==> config.mk <==
export PLATFORM = sky130hd
export DESIGN_NAME = image_header_dimension_scanner_flat
export DESIGN_NICKNAME = d
export VERILOG_FILES = /design/src/hdl/ihds_pkg.sv /design/src/hdl/ihds_ifs.sv /design/src/hdl/ihds_parser.sv /design/src/hdl/image_header_dimension_scanner.sv /design/src/flat_wrapper.sv
export VERILOG_INCLUDE_DIRS = /design/src /design/src/hdl
export SDC_FILE = /design/constraint.sdc
export NUM_CORES = 1
export LEC_CHECK = 0
export ABC_AREA = 1
export BUFFER_PORTS_ARGS = -buffer_cell sky130_fd_sc_hd__buf_2
export CAP_MARGIN = 10
export CORE_ASPECT_RATIO = 0.6
export CORE_MARGIN = 2
export CORE_UTILIZATION = 35
export DETAILED_ROUTE_END_ITERATION = 16
export PLACE_DENSITY = 0.54
export SYNTH_ARGS = -nofsm -noshare
export SYNTH_HDL_FRONTEND = slang
export SYNTH_SLANG_ARGS = --single-unit
==> constraint.sdc <==
create_clock -name i_clk -period 6.5 [get_ports i_clk]
set_input_delay 0.975 -clock i_clk [delete_from_list [all_inputs] [get_ports i_clk]]
set_output_delay 0.975 -clock i_clk [all_outputs]
set_load 0.005 [all_outputs]
==> src/hdl/image_header_dimension_scanner_defines.svh <==
// Assertion macros shared by the scanner RTL.
`ifndef IMAGE_HEADER_DIMENSION_SCANNER_DEFINES_SVH
`define IMAGE_HEADER_DIMENSION_SCANNER_DEFINES_SVH

// Same-cycle implication, disabled while reset is held.
`define IHDS_ASSERT_NOW(label, clk, rst_n, ante, cons, msg) \
    label: assert property (@(posedge clk) disable iff (!(rst_n)) (ante) |-> (cons)) \
        else $error(msg);

// Next-cycle implication, disabled while reset is held.
`define IHDS_ASSERT_NEXT(label, clk, rst_n, ante, cons, msg) \
    label: assert property (@(posedge clk) disable iff (!(rst_n)) (ante) |=> (cons)) \
        else $error(msg);

`endif

==> src/hdl/ihds_pkg.sv <==
`default_nettype none

package ihds_pkg;

    typedef enum logic [2:0] {
        PH_EXPECT_FF = 3'd0,
        PH_MARKER    = 3'd1,
        PH_LEN_HI    = 3'd2,
        PH_LEN_LO    = 3'd3,
        PH_SKIP      = 3'd4,
        PH_SOF       = 3'd5
    } t_phase;

    localparam logic [1:0] FMT_PNG  = 2'd0;
    localparam logic [1:0] FMT_JPEG = 2'd1;

    localparam logic [7:0] PNG_SIG [8] = '{
        8'h89, 8'h50, 8'h4e, 8'h47, 8'h0d, 8'h0a, 8'h1a, 8'h0a
    };
    localparam logic [7:0] IHDR_TAG [4] = '{8'h49, 8'h48, 8'h44, 8'h52};

    localparam int          PNG_MIN_BYTES  = 8 + 8 + 13 + 4;
    localparam logic [5:0]  PNG_SIG_END    = 6'd8;
    localparam logic [5:0]  PNG_TAG_POS    = 6'd12;
    localparam logic [5:0]  PNG_WIDTH_POS  = 6'd16;
    localparam logic [5:0]  PNG_HEIGHT_POS = 6'd20;
    localparam logic [5:0]  PNG_HEIGHT_END = 6'd24;
    localparam logic [5:0]  PNG_DONE_POS   = 6'(PNG_MIN_BYTES - 1);

    localparam logic [7:0]  MRK_FILL = 8'hff;
    localparam logic [7:0]  MRK_NUL  = 8'h00;
    localparam logic [7:0]  MRK_RST0 = 8'hd0;
    localparam logic [7:0]  MRK_EOI  = 8'hd9;
    localparam logic [7:0]  MRK_SOF0 = 8'hc0;
    localparam logic [7:0]  MRK_SOF2 = 8'hc2;

    localparam logic [5:0]  SOF_HEIGHT_HI = 6'd4;
    localparam logic [5:0]  SOF_HEIGHT_LO = 6'd5;
    localparam logic [5:0]  SOF_WIDTH_HI  = 6'd6;
    localparam logic [5:0]  SOF_WIDTH_LO  = 6'd7;
    localparam logic [5:0]  SOF_DONE      = 6'd8;

    localparam logic [15:0] SEG_LEN_MIN = 16'd2;

    typedef struct packed {
        logic        found;
        logic [31:0] width;
        logic [31:0] height;
    } t_result;

endpackage

`default_nettype wire

==> src/hdl/ihds_ifs.sv <==
`default_nettype none

interface ihds_byte_if;
    logic       valid;
    logic       ready;
    logic [7:0] data_byte;
    logic       final_byte;

    modport source (output valid, output data_byte, output final_byte, input ready);
    modport sink (input valid, input data_byte, input final_byte, output ready);
endinterface

interface ihds_result_if;
    logic        valid;
    logic        ready;
    logic        found;
    logic [31:0] width;
    logic [31:0] height;

    modport source (output valid, output found, output width, output height, input ready);
    modport sink (input valid, input found, input width, input height, output ready);
endinterface

`default_nettype wire

==> src/hdl/ihds_parser.sv <==
`default_nettype none
`include "image_header_dimension_scanner_defines.svh"

module ihds_parser (
    input  wire logic              i_clk,
    input  wire logic              i_rst_n,
    input  wire logic              i_step,
    input  wire logic [7:0]        i_byte,
    input  wire logic              i_final,
    input  wire logic [1:0]        i_format,
    output ihds_pkg::t_result      o_result,
    output logic                   o_emit
);

    ihds_pkg::t_phase r_phase, n_phase;
    logic [5:0]       r_pos, n_pos;
    logic [15:0]      r_skip, n_skip;
    logic [7:0]       r_len_hi, n_len_hi;
    logic [31:0]      r_width, n_width;
    logic [31:0]      r_height, n_height;
    logic             r_answered, n_answered;

    logic             decided;
    logic             ok;
    logic [15:0]      seg_len;
    logic [5:0]       sof_pos;

    assign seg_len = {r_len_hi, i_byte};
    assign sof_pos = r_pos + 6'd1;

    always_ff @(posedge i_clk) begin
        if (!i_rst_n) begin
            r_phase    <= ihds_pkg::PH_EXPECT_FF;
            r_pos      <= '0;
            r_skip     <= '0;
            r_len_hi   <= '0;
            r_width    <= '0;
            r_height   <= '0;
            r_answered <= 1'b0;
        end else if (i_step) begin
            r_phase    <= n_phase;
            r_pos      <= n_pos;
            r_skip     <= n_skip;
            r_len_hi   <= n_len_hi;
            r_width    <= n_width;
            r_height   <= n_height;
            r_answered <= n_answered;
        end
    end

    always_comb begin
        n_phase    = r_phase;
        n_pos      = r_pos;
        n_skip     = r_skip;
        n_len_hi   = r_len_hi;
        n_width    = r_width;
        n_height   = r_height;
        n_answered = r_answered;
        decided    = 1'b0;
        ok         = 1'b0;

        if (!r_answered) begin
            case (i_format)
                ihds_pkg::FMT_PNG: begin
                    if (r_pos >= ihds_pkg::PNG_DONE_POS) begin
                        decided = 1'b1;
                        ok      = 1'b1;
                    end else if (r_pos < ihds_pkg::PNG_SIG_END) begin
                        decided = (i_byte != ihds_pkg::PNG_SIG[r_pos[2:0]]);
                    end else if (r_pos >= ihds_pkg::PNG_TAG_POS &&
                                 r_pos < ihds_pkg::PNG_WIDTH_POS) begin
                        decided = (i_byte != ihds_pkg::IHDR_TAG[r_pos[1:0]]);
                    end else if (r_pos >= ihds_pkg::PNG_WIDTH_POS &&
                                 r_pos < ihds_pkg::PNG_HEIGHT_POS) begin
                        n_width = {r_width[23:0], i_byte};
                    end else if (r_pos >= ihds_pkg::PNG_HEIGHT_POS &&
                                 r_pos < ihds_pkg::PNG_HEIGHT_END) begin
                        n_height = {r_height[23:0], i_byte};
                    end
                    if (!decided) begin
                        n_pos = r_pos + 6'd1;
                    end
                end
                ihds_pkg::FMT_JPEG: begin
                    unique case (r_phase)
                        ihds_pkg::PH_MARKER: begin
                            if (i_byte == ihds_pkg::MRK_FILL) begin
                                n_phase = ihds_pkg::PH_MARKER;
                            end else if (i_byte == ihds_pkg::MRK_NUL ||
                                         (i_byte >= ihds_pkg::MRK_RST0 &&
                                          i_byte <= ihds_pkg::MRK_EOI)) begin
                                n_phase = ihds_pkg::PH_EXPECT_FF;
                            end else if (i_byte == ihds_pkg::MRK_SOF0 ||
                                         i_byte == ihds_pkg::MRK_SOF2) begin
                                n_phase  = ihds_pkg::PH_SOF;
                                n_pos    = '0;
                                n_width  = '0;
                                n_height = '0;
                            end else begin
                                n_phase = ihds_pkg::PH_LEN_HI;
                            end
                        end
                        ihds_pkg::PH_LEN_HI: begin
                            n_len_hi = i_byte;
                            n_phase  = ihds_pkg::PH_LEN_LO;
                        end
                        ihds_pkg::PH_LEN_LO: begin
                            if (seg_len < ihds_pkg::SEG_LEN_MIN) begin
                                decided = 1'b1;
                            end else begin
                                n_skip  = seg_len - ihds_pkg::SEG_LEN_MIN;
                                n_phase = (seg_len == ihds_pkg::SEG_LEN_MIN) ?
                                          ihds_pkg::PH_EXPECT_FF : ihds_pkg::PH_SKIP;
                            end
                        end
                        ihds_pkg::PH_SKIP: begin
                            if (r_skip <= 16'd1) begin
                                n_skip  = '0;
                                n_phase = ihds_pkg::PH_EXPECT_FF;
                            end else begin
                                n_skip = r_skip - 16'd1;
                            end
                        end
                        ihds_pkg::PH_SOF: begin
                            n_pos = sof_pos;
                            if (sof_pos == ihds_pkg::SOF_HEIGHT_HI ||
                                sof_pos == ihds_pkg::SOF_HEIGHT_LO) begin
                                n_height = {16'd0, r_height[7:0], i_byte};
                            end else if (sof_pos == ihds_pkg::SOF_WIDTH_HI ||
                                         sof_pos == ihds_pkg::SOF_WIDTH_LO) begin
                                n_width = {16'd0, r_width[7:0], i_byte};
                            end else if (sof_pos >= ihds_pkg::SOF_DONE) begin
                                decided = 1'b1;
                                ok      = 1'b1;
                            end
                        end
                        default: begin
                            if (i_byte != ihds_pkg::MRK_FILL) begin
                                decided = 1'b1;
                            end else begin
                                n_phase = ihds_pkg::PH_MARKER;
                            end
                        end
                    endcase
                end
                default: begin
                    decided = 1'b1;
                end
            endcase
            if (decided) begin
                n_answered = 1'b1;
            end
        end

        o_emit          = decided || (i_final && !r_answered);
        o_result.found  = decided && ok;
        o_result.width  = (decided && ok) ? r_width : '0;
        o_result.height = (decided && ok) ? r_height : '0;

        if (i_final) begin
            n_phase    = ihds_pkg::PH_EXPECT_FF;
            n_pos      = '0;
            n_skip     = '0;
            n_len_hi   = '0;
            n_width    = '0;
            n_height   = '0;
            n_answered = 1'b0;
        end
    end

    `IHDS_ASSERT_NEXT(a_final_clears, i_clk, i_rst_n, i_step && i_final,
        r_phase == ihds_pkg::PH_EXPECT_FF && r_pos == 6'd0 && !r_answered,
        "Per-file state was not cleared after the final beat.")
    `IHDS_ASSERT_NOW(a_one_answer, i_clk, i_rst_n, i_step && r_answered && !i_final,
        !o_emit, "A second result was produced for one file.")
    `IHDS_ASSERT_NOW(a_other_fails, i_clk, i_rst_n,
        i_step && !r_answered && i_format != ihds_pkg::FMT_PNG &&
        i_format != ihds_pkg::FMT_JPEG,
        o_emit && !o_result.found, "An unsupported format did not fail at once.")

endmodule

`default_nettype wire

==> src/hdl/image_header_dimension_scanner.sv <==
// Image header dimension scanner. Stream the bytes of one file, one beat per byte, with
// final_byte set on the last one; exactly one result beat per file comes back, giving found
// and the raw width and height (zero on failure). image_format selects PNG (0), JPEG (1) or
// any other format, which fails on the first byte; write it only between files. The block
// takes one byte every cycle while the result register is not blocked: each beat passes an
// input register, then the parser updates its state and fills the result register. Input
// ready falls only while the result register holds a beat the sink has not taken; the
// parser's state update per byte is what sets the rate of one byte per cycle.
`default_nettype none
`include "image_header_dimension_scanner_defines.svh"

module image_header_dimension_scanner (
    input  wire logic       i_clk,
    input  wire logic       i_rst_n,
    input  wire logic       i_cfg_wr_en,
    input  wire logic [1:0] i_cfg_wr_data,
    ihds_byte_if.sink       i_byte_stream,
    ihds_result_if.source   o_result
);

    logic              r_fmt;
    logic [1:0]        r_format;
    logic              r_s1_valid;
    logic [7:0]        r_s1_byte;
    logic              r_s1_final;
    logic              r_o_valid;
    ihds_pkg::t_result r_o_result;

    logic              out_free;
    logic              s2_go;
    logic              emit;
    ihds_pkg::t_result result;

    assign out_free            = !r_o_valid || o_result.ready;
    assign s2_go               = r_s1_valid && out_free;
    assign i_byte_stream.ready = !r_s1_valid || out_free;

    always_ff @(posedge i_clk) begin
        if (!i_rst_n) begin
            r_format <= ihds_pkg::FMT_PNG;
            r_fmt    <= 1'b0;
        end else if (i_cfg_wr_en) begin
            r_format <= i_cfg_wr_data;
            r_fmt    <= 1'b1;
        end
    end

    always_ff @(posedge i_clk) begin
        if (!i_rst_n) begin
            r_s1_valid <= 1'b0;
        end else if (i_byte_stream.ready) begin
            r_s1_valid <= i_byte_stream.valid;
        end
    end

    always_ff @(posedge i_clk) begin
        if (i_byte_stream.ready && i_byte_stream.valid) begin
            r_s1_byte  <= i_byte_stream.data_byte;
            r_s1_final <= i_byte_stream.final_byte;
        end
    end

    ihds_parser u_parser (
        .i_clk    (i_clk),
        .i_rst_n  (i_rst_n),
        .i_step   (s2_go),
        .i_byte   (r_s1_byte),
        .i_final  (r_s1_final),
        .i_format (r_format),
        .o_result (result),
        .o_emit   (emit)
    );

    always_ff @(posedge i_clk) begin
        if (!i_rst_n) begin
            r_o_valid <= 1'b0;
        end else if (out_free) begin
            r_o_valid <= s2_go && emit;
        end
    end

    always_ff @(posedge i_clk) begin
        if (s2_go && emit) begin
            r_o_result <= result;
        end
    end

    assign o_result.valid  = r_o_valid;
    assign o_result.found  = r_o_result.found;
    assign o_result.width  = r_o_result.width;
    assign o_result.height = r_o_result.height;

    `IHDS_ASSERT_NOW(a_fail_zero, i_clk, i_rst_n, r_o_valid && !r_o_result.found,
        r_o_result.width == 32'd0 && r_o_result.height == 32'd0,
        "A failure result carries nonzero dimensions.")
    `IHDS_ASSERT_NEXT(a_no_drop, i_clk, i_rst_n, r_s1_valid && !out_free,
        r_s1_valid && $stable(r_s1_byte) && $stable(r_s1_final),
        "A held input beat was lost while the result register was blocked.")
    `IHDS_ASSERT_NEXT(a_cfg_written, i_clk, i_rst_n, i_cfg_wr_en,
        r_fmt && r_format == $past(i_cfg_wr_data),
        "The format register did not take the written value.")

endmodule

`default_nettype wire
==> src/flat_wrapper.sv <==
// flat-port wrapper written by rule: the top's interface ports become plain ports
module image_header_dimension_scanner_flat 
  (i_clk, i_rst_n, i_cfg_wr_en, i_cfg_wr_data, i_byte_stream_valid, i_byte_stream_data_byte, i_byte_stream_final_byte, i_byte_stream_ready, o_result_valid, o_result_found, o_result_width, o_result_height, o_result_ready);
  ihds_byte_if i_byte_stream_i ();
  ihds_result_if o_result_i ();
  input  wire logic i_clk;
  input  wire logic i_rst_n;
  input  wire logic i_cfg_wr_en;
  input  wire logic [1:0] i_cfg_wr_data;
  input wire logic [$bits(i_byte_stream_i.valid)-1:0] i_byte_stream_valid;
  input wire logic [$bits(i_byte_stream_i.data_byte)-1:0] i_byte_stream_data_byte;
  input wire logic [$bits(i_byte_stream_i.final_byte)-1:0] i_byte_stream_final_byte;
  output wire logic [$bits(i_byte_stream_i.ready)-1:0] i_byte_stream_ready;
  output wire logic [$bits(o_result_i.valid)-1:0] o_result_valid;
  output wire logic [$bits(o_result_i.found)-1:0] o_result_found;
  output wire logic [$bits(o_result_i.width)-1:0] o_result_width;
  output wire logic [$bits(o_result_i.height)-1:0] o_result_height;
  input wire logic [$bits(o_result_i.ready)-1:0] o_result_ready;
  assign i_byte_stream_i.valid = i_byte_stream_valid;
  assign i_byte_stream_i.data_byte = i_byte_stream_data_byte;
  assign i_byte_stream_i.final_byte = i_byte_stream_final_byte;
  assign i_byte_stream_ready = i_byte_stream_i.ready;
  assign o_result_valid = o_result_i.valid;
  assign o_result_found = o_result_i.found;
  assign o_result_width = o_result_i.width;
  assign o_result_height = o_result_i.height;
  assign o_result_i.ready = o_result_ready;
  image_header_dimension_scanner u_core (.i_clk(i_clk), .i_rst_n(i_rst_n), .i_cfg_wr_en(i_cfg_wr_en), .i_cfg_wr_data(i_cfg_wr_data), .i_byte_stream(i_byte_stream_i), .o_result(o_result_i));
endmodule
==> results of run 1 <==
-- layer usage --
layer  GRT usage, %  up-vias  wire (microns)
li1               -     3337               -
met1          27.15     3017           11350
met2          22.08      202            7721
met3          4.594       14            1326
met4          4.642        0             234
met5              0        -               0
-- flip-flops by register name (all words and copies together) (netlist names) --
signal and cells:
u_core.o_result.height 32, u_core.o_result.width 32, u_core.u_parser.r_height 32, u_core.u_parser.r_width 32, u_core.u_parser.r_skip 16, u_core.r_s1_byte 8
u_core.u_parser.r_len_hi 8, u_core.u_parser.r_pos 6, u_core.u_parser.r_phase 3, u_core.r_format 2, u_core.o_result.found 1, u_core.o_result.valid 1
u_core.r_s1_final 1, u_core.r_s1_valid 1, u_core.u_parser.r_answered 1
-- where the power goes --
group	leakage, uW	switching [uW]	internal, uW	total (uW)
Sequential	0.00151	39.5	1230	1270
Combinational	0.00185	239	110	349
Clock	0.000285	455	585	1040
Total	0.00365	734	1930	2660
-- final cells by class --
cell class / instances / share of cell area, %
Sequential cell: 176 / 45.89
Multi-Input combinational cell: 641 / 34.09
Timing Repair Buffer: 84 / 4.578
Clock buffer: 19 / 4.766
Clock inverter: 13 / 1.629
Tap cell: 315 / 4.241
Inverter: 119 / 4.807
-- worst max-delay path by stage --
stage / startpoint / endpoint / slack, ns / depth (start not counted)
2_1_floorplan: u_core.u_parser.r_pos[1] / u_core.o_result.found / 3.30 / 15
3_3_place_gp: o_result_ready / u_core.u_parser.r_width[7] / 3.18 / 10
3_5_place_dp: o_result_ready / u_core.u_parser.r_width[7] / 3.21 / 10
4_1_cts: u_core.u_parser.r_pos[1] / u_core.o_result.width[3] / 3.40 / 16
5_1_grt: u_core.u_parser.r_pos[1] / u_core.o_result.width[4] / 3.08 / 14
6_report: u_core.u_parser.r_pos[1] / u_core.o_result.found / 3.35 / 14
-- metrics by stage --
| stage | instance area [sq um] | hold WS [ns] | utilization [%] | worst slack (ns) |
|---|---|---|---|---|
| after global placement | 8698 | 0.4442 | 37.77 | 3.176 |
| after global routing | 9293 | 0.4710 | 40.36 | 3.085 |
| after CTS | 9293 | 0.4567 | 40.36 | 3.397 |
| after floorplan | 8172 | 0.4309 | - | 3.303 |
| final | 9293 | 0.4572 | 40.36 | 3.355 |
| after detailed placement | 8698 | 0.4462 | 37.77 | 3.211 |
-- worst min-delay path, stage by stage (launching register included) --
cell,delay [ns]
sky130_fd_sc_hd__dfxtp_1,0.30
sky130_fd_sc_hd__inv_1,0.06
sky130_fd_sc_hd__a21oi_1,0.06
-- cell usage in the layout, fill, tap and decap left out, types with 9 or more instances in the layout --
master	instances
sky130_fd_sc_hd__a21oi_1	105
sky130_fd_sc_hd__buf_2	82
sky130_fd_sc_hd__nand3_1	37
sky130_fd_sc_hd__xor2_1	16
sky130_fd_sc_hd__clkbuf_16	17
sky130_fd_sc_hd__o21ai_0	19
sky130_fd_sc_hd__nor2_1	203
sky130_fd_sc_hd__edfxtp_1	74
sky130_fd_sc_hd__nand2_1	116
sky130_fd_sc_hd__o21ai_1	56
sky130_fd_sc_hd__nor3_1	9
sky130_fd_sc_hd__o22ai_1	13
sky130_fd_sc_hd__ha_1	12
sky130_fd_sc_hd__inv_1	113
sky130_fd_sc_hd__dfxtp_1	102
-- cells by family after synthesis --
group | synth area share, %
XOR/XNOR | 2.465
buffers and inverters | 9.049
AND/OR/NAND/NOR | 20.09
flip-flops | 52.18
adder cells (fa/ha/maj) | 1.837
AO/OA/AOI/OAI | 14.38
==> summary by stage, run 1 <==
Floorplanning
The die covers 24630 sq um. In this run the standard cell core region covers 23030 sq um. The overall die height is 122.4 microns. During I/O placement, the number of pins put on the boundary was 83.

The die is 201.3 microns wide. In this run the core area contains 43 standard-cell rows. Once the floorplan was initialized, standard cells occupied 35.49% of the core.

Min path
Along the worst hold path, the cell count comes to 2. In this run the worst hold path is classified as reg -> reg. The worst hold path begins at u_core.u_parser.r_width[24].

For hold timing, the worst endpoint is u_core.u_parser.r_width[24].

Placed design
The number of instances in the placed design is 1335. The post-detailed-placement half-perimeter wirelength is 14030 microns. The global placer's final weighted congestion is 0.9006. The count of buffers added on input and output ports is 82.

Clock network
The number of clock buffers inserted by TritonCTS is 17. The tree is rooted in a sky130_fd_sc_hd__clkbuf_16. The H-tree was split into 4 levels.

The hold buffer count at CTS is 0. The clock-pin slew of the registers on the worst-case setup and hold paths is 0.07 ns. The number of post-CTS setup repair buffers is 0. The sink count of the clock tree is 176.

The clock latency on the worst-skew pair is 0.43 ns. The clock passes through at most 2 buffers. TritonCTS built the clock tree.

The quantity of gates resized following cts is 0.

Setup path
The worst register-to-register path begins at u_core.u_parser.r_pos[1]. The number of buffers and inverters on the critical path is 3. The gate family responsible for the most delay along the worst path is buffers and inverters. The end of the worst register-to-register path is u_core.o_result.found. STA classifies the critical path startpoint as a register. The critical path start-end classification is reg -> reg. At the worst endpoint, the required time is 6.56 ns. The data arrival time of the critical path is 3.21 ns. In this run the worst path has a maximum fanout of 56.

For flop-to-flop paths, the worst setup slack is 3.35 ns. The cell occurring most often along the worst timing path is sky130_fd_sc_hd__nand2_1. The highest cell delay on the worst timing path is 0.61 ns. The signal on the critical path passes through inv_1 > ha_1 > nor2_1 > nand3_1 > nand2_1 > nor2_1 > nand3_1 > nand2_1 > nand2_1 > nand2_1 > nand4_1 > nand2_1 > inv_2 > buf_4. The slowest library cell on the worst path is sky130_fd_sc_hd__buf_4. The number of cells traversed by the worst register-to-register path is 14.

The worst setup path is captured at a register.

Timing
Setup repair after global routing left no endpoint under its margin. The setup skew after layout is 0.008971 ns. The shortest period the worst path allows is 3.145 ns.

After layout, the worst path uses 48.39% of the clock period. The count of pins over their slew limit is 0. The slew at the pin with the worst max-slew slack is 1.155 ns. The final number of hold-violating endpoints is 0. Headroom to the max-slew limit came out at 22.91%. Setup violations remaining at the end of the flow were counted as 0.

The achievable frequency is 317.9 MHz. Setup total negative slack on the finished layout was measured at 0 ns.

Yosys
Among all cell types in the netlist, the one instantiated most often is sky130_fd_sc_hd__nor2_1. The most used flip-flop cell after synthesis is sky130_fd_sc_hd__dfxtp_1. Yosys mapped a number of flops with a built-in enable equal to 74. When the netlist entered floorplanning its net count stood at 1014. The number of library cell types mapped by synthesis is 38. Of the synthesized area, sequential elements account for 52.18%. Sorting the synthesized cells by how often they occur yields 203 x sky130_fd_sc_hd__nor2_1, 116 x sky130_fd_sc_hd__nand2_1, 114 x sky130_fd_sc_hd__inv_1, 105 x sky130_fd_sc_hd__a21oi_1, 102 x sky130_fd_sc_hd__dfxtp_1. The cell area that synthesis handed to floorplanning was 8172 sq um. Counting flops and latches in the post-synthesis netlist gives 176. The Yosys warning count is 0.

By area the synthesized netlist is led by sky130_fd_sc_hd__edfxtp_1 27%, sky130_fd_sc_hd__dfxtp_1 25%, sky130_fd_sc_hd__nor2_1 9.3%. The mean cell area of the mapped netlist is 8.288 sq um. Synthesis produced 986 cells. The fraction of post-synthesis cell area in the top cell type by area is 27.19%. Counting flops with an async set or reset pin after synthesis yields a share of 0%. Summed over all instances, the cell type with the most area after synthesis is sky130_fd_sc_hd__edfxtp_1.

Status
The flow ran to the end, and the final reports show no timing, DRC or antenna violations.

Global routing
Entering global routing, the biggest net connects 75 pins. The initial antenna violation count is 0. Global routing consumed, over all layers together, 17.12% of the routing resources. The number of global-route vias before repair was 5991. The total congestion overflow is 0. The wire length of the first global-routing pass is 32880 microns.

Flow run
Across the run, the number of max-cap violations was 0.

Cells and area
The area of the multi-input gates is 3168 sq um. The count of cells in the finished layout, fillers not included, comes to 1367. In the final layout, the share of cells above drive strength 1 is 13.21%. The sequential cell area is 4264 sq um. The relative area change from synthesis to final layout is 13.72%. The net count of the finished layout is 1067. The fill cell instance count of the final layout is 2370. The antenna cell count is 0.

Routing
The final wirelength is 20640 microns. In the final routed layout, each cell accounts on average for 15.10 microns. In the routed design, unresolved DRC markers number 0. The count of nets left with antenna violations once routing finished came out at 0.

The number of vias after detailed routing is 6570. The detailed-router iteration count before antenna repair is 6. The initial detailed-routing violation count is 593. The number of vias per cell is 4.806.

Pwr
The largest vdd supply drop is 0.2172 mV. For this design the static power due to leakage is 0.003649 uW. The total chip power is 2659 uW. The power density over cell area is 286.1 nW/um^2.
Power figures use the tool's default switching activity.
==> run 2: changes to the inputs <==
--- a/config.mk
+++ b/config.mk
@@ -13,7 +13,7 @@
 export CORE_MARGIN = 2
 export CORE_UTILIZATION = 35
 export DETAILED_ROUTE_END_ITERATION = 16
-export PLACE_DENSITY = 0.54
+export PLACE_DENSITY = 0.56
 export SYNTH_ARGS = -nofsm -noshare
 export SYNTH_HDL_FRONTEND = slang
 export SYNTH_SLANG_ARGS = --single-unit
==> constraint.sdc (replaced) <==
create_clock -name i_clk -period 2.8 [get_ports i_clk]
set_input_delay 0.42 -clock i_clk [delete_from_list [all_inputs] [get_ports i_clk]]
set_output_delay 0.42 -clock i_clk [all_outputs]
set_load 0.005 [all_outputs]
==> run 2 against run 1 <==
Compared with the run above:
- clock-buffer cell count unchanged
- fmax up 24%
- combinational power rose by 140%
- clock power up 120%
- setup slack got worse by 3.1 ns
- flip-flop and latch count unchanged
- global-route usage shrank 0.50 points
- final cell count increased by 1.3%
==> summary by stage, run 2 (synthesized netlist as in run 1, its figures left out) <==
Status
The run finished with clean final reports.

Pwr
The largest vdd supply drop is 0.3761 mV. The analysis attributes to cell leakage a power of 0.003729 uW. For this design the ratio of total power to cell area is 643.6 nW/um^2.

Global routing
The largest net degree at the start of global routing is 66. The first global-routing pass estimated 32140 microns of wire. The number of global-route vias before repair is 5964. Global routing finished with a remaining overflow of 0.

The global-route usage over all layers is 16.62%. The initial antenna violation count is 0.

Placed design
The placed instances occupy a cell area of 8875 sq um. Detailed placement ended at an HPWL of 13960 microns. During placement, the flow inserted port buffers numbering 82.

The global placer's final weighted congestion is 0.8760.

Clock network
At the later pin of the worst-skew pair, clock insertion delay measures 0.43 ns. Clock-pin slew was measured on the worst setup and hold paths at 0.06 ns. The sink count of the clock tree is 176. In this run, post-CTS repair resized a total of 0 instances. The clock tree synthesis step divided the H-tree into 4 levels. Buffers inserted during clock tree synthesis total 17. TritonCTS built the clock tree. In this run the deepest clock path goes through 2 buffers. The buffer cell driving the clock tree root is sky130_fd_sc_hd__clkbuf_16.

Timing
For the pin with the worst max-slew slack, the measured transition is 0.6779 ns. Measured against its own limit, the worst slew margin works out to 54.76%. Setup violations remaining at the end of the flow were counted as 0. The final number of hold-violating endpoints is 0. The achievable frequency is 393.9 MHz. Between clock sinks in the finished design, the worst skew comes to 0.01281 ns.

The count of pins over their slew limit is 0. The final critical path takes up 90.67% of the cycle. Summed over all failing endpoints, the final setup total negative slack is 0 ns.

Setup repair after global routing left no endpoint under its margin. The clock period could shrink to 2.539 ns.

Cells and area
The most frequent standard cell in the layout excluding fill and tap cells is sky130_fd_sc_hd__nor2_1. The net count of the finished layout is 1085. From synthesis to final layout, the design area changed by 15.57%.

The final non-filler cell area is 9444 sq um. In the layout the commonest cells are 203 x sky130_fd_sc_hd__nor2_1, 115 x sky130_fd_sc_hd__nand2_1, 111 x sky130_fd_sc_hd__inv_1. The utilization after layout is 41.01%.

Cells with a size suffix above 1 make up 15.14% of the layout. 0 antenna diodes ended up in the layout. The layout has 2385 filler cells.

Floorplanning
The die is 201.3 microns wide. The number of top-level pins is 83. In this run the standard cell core region covers 23030 sq um. The overall die area is 24630 sq um.

The overall die height is 122.4 microns. Once the floorplan was initialized, standard cells occupied 35.49% of the core. In this run the core area contains 43 standard-cell rows.

Setup path
The highest fanout seen on the critical path is 65. The critical path goes through nor2_2 > nand2_2 > nor2_2 > nand3_1 > nand2_1 > inv_1 > nand2_1 > nand2_1 > nand4_1 > nand2_2 > clkinvlp_4 > buf_12. STA classifies the critical path startpoint as a register.

The critical path start-end classification is reg -> reg. Across all register-to-register paths, the minimum setup slack is 0.26 ns. The endpoint required time on the critical path is 2.90 ns. Among the stages of the critical path, the cell type that occurs most often is sky130_fd_sc_hd__nand2_1. On the critical path, the stage with the largest delay is an instance of sky130_fd_sc_hd__edfxtp_1. The worst setup path is captured at a register. The combined buffer and inverter count along the critical path is 3.

Broken down by cell family, the worst path's largest delay share belongs to simple AND/OR/NAND/NOR gates. At the worst endpoint, the arrival time is 2.63 ns. On the worst path, the slowest cell contributes a delay of 0.60 ns.

Routing
The final layout contains routed wiring with a total length of 20240 microns. The number of vias per cell is 4.760. The number of vias after detailed routing is 6593.

The count of nets left with antenna violations once routing finished came out at 0. The initial detailed-routing violation count is 484. The total DRC errors in the routed layout is 0.

In the final routed layout, each cell accounts on average for 14.61 microns. The first detailed-routing pass ran for 5 iterations.

Flow run
The tool flagged a number of max-cap violations equal to 0.

Min path
The min-delay analysis places its worst path in the category in -> reg.
==> run 2: path summary, 6_finish.rpt <==
path                                              startpoint                      endpoint  depth (start not counted)
worst min register to register  u_core.u_parser.r_height[24]  u_core.u_parser.r_height[24]                          2
worst max-delay path                     u_core.r_s1_byte[3]     u_core.o_result.height[7]                         12
worst max register to register           u_core.r_s1_byte[3]     u_core.o_result.height[7]                         12
worst min-delay path              i_byte_stream_data_byte[2]           u_core.r_s1_byte[2]                          1
==> run 2: report_power, final <==
part / switching, uW / internal (uW) / leakage, uW
logic: 567 / 282 / 0.00194
registers: 84.2 / 2860 / 0.00151
clock network: 1040 / 1240 / 0.000274
total: 1700 / 4380 / 0.00373
==> run 2: routing by layer <==
metal | routed length [microns] | vias up | global-route usage, %
met4 | 227 | 0 | 5.423
met2 | 7489 | 188 | 21.13
li1 | - | 3368 | -
met3 | 1104 | 15 | 3.425
met1 | 11420 | 3022 | 26.90
met5 | 0 | - | 0
==> run 2: what timing repair did <==
| item | 4_1_cts | 5_1_grt |
|---|---|---|
| setup endpoints to repair | 0 | 1 |
| buffers inserted | 0 | 0 |
| hold buffers | 0 | 0 |
| hold endpoints to repair | 0 | 0 |
==> run 2: stage by stage <==
| stage | power [uW] | cells | hold WS [ns] | setup slack, ns |
|---|---|---|---|---|
| floorplan | 3590 | 986 | 0.4309 | 0.007838 |
| global placement | 3829 | 1352 | 0.4428 | 0.2674 |
| detailed placement | 3833 | 1352 | 0.4434 | 0.2851 |
| CTS | 6130 | 1384 | 0.1387 | 0.2617 |
| global route | 6370 | 1385 | 0.1469 | 0.02637 |
| finish | 6078 | 1385 | 0.1607 | 0.2614 |
==> run 2: area by class of cell <==
type                       instances  area (sq um)  area share, %
clock inverter                    13         126.4          1.338
sequential                       176          4267          45.18
multi-input combinational        642          3183          33.70
inverter                         119         450.4          4.769
timing repair buffer             101         590.6          6.253
clock buffer                      19         432.9          4.584
tap                              315         394.1          4.173
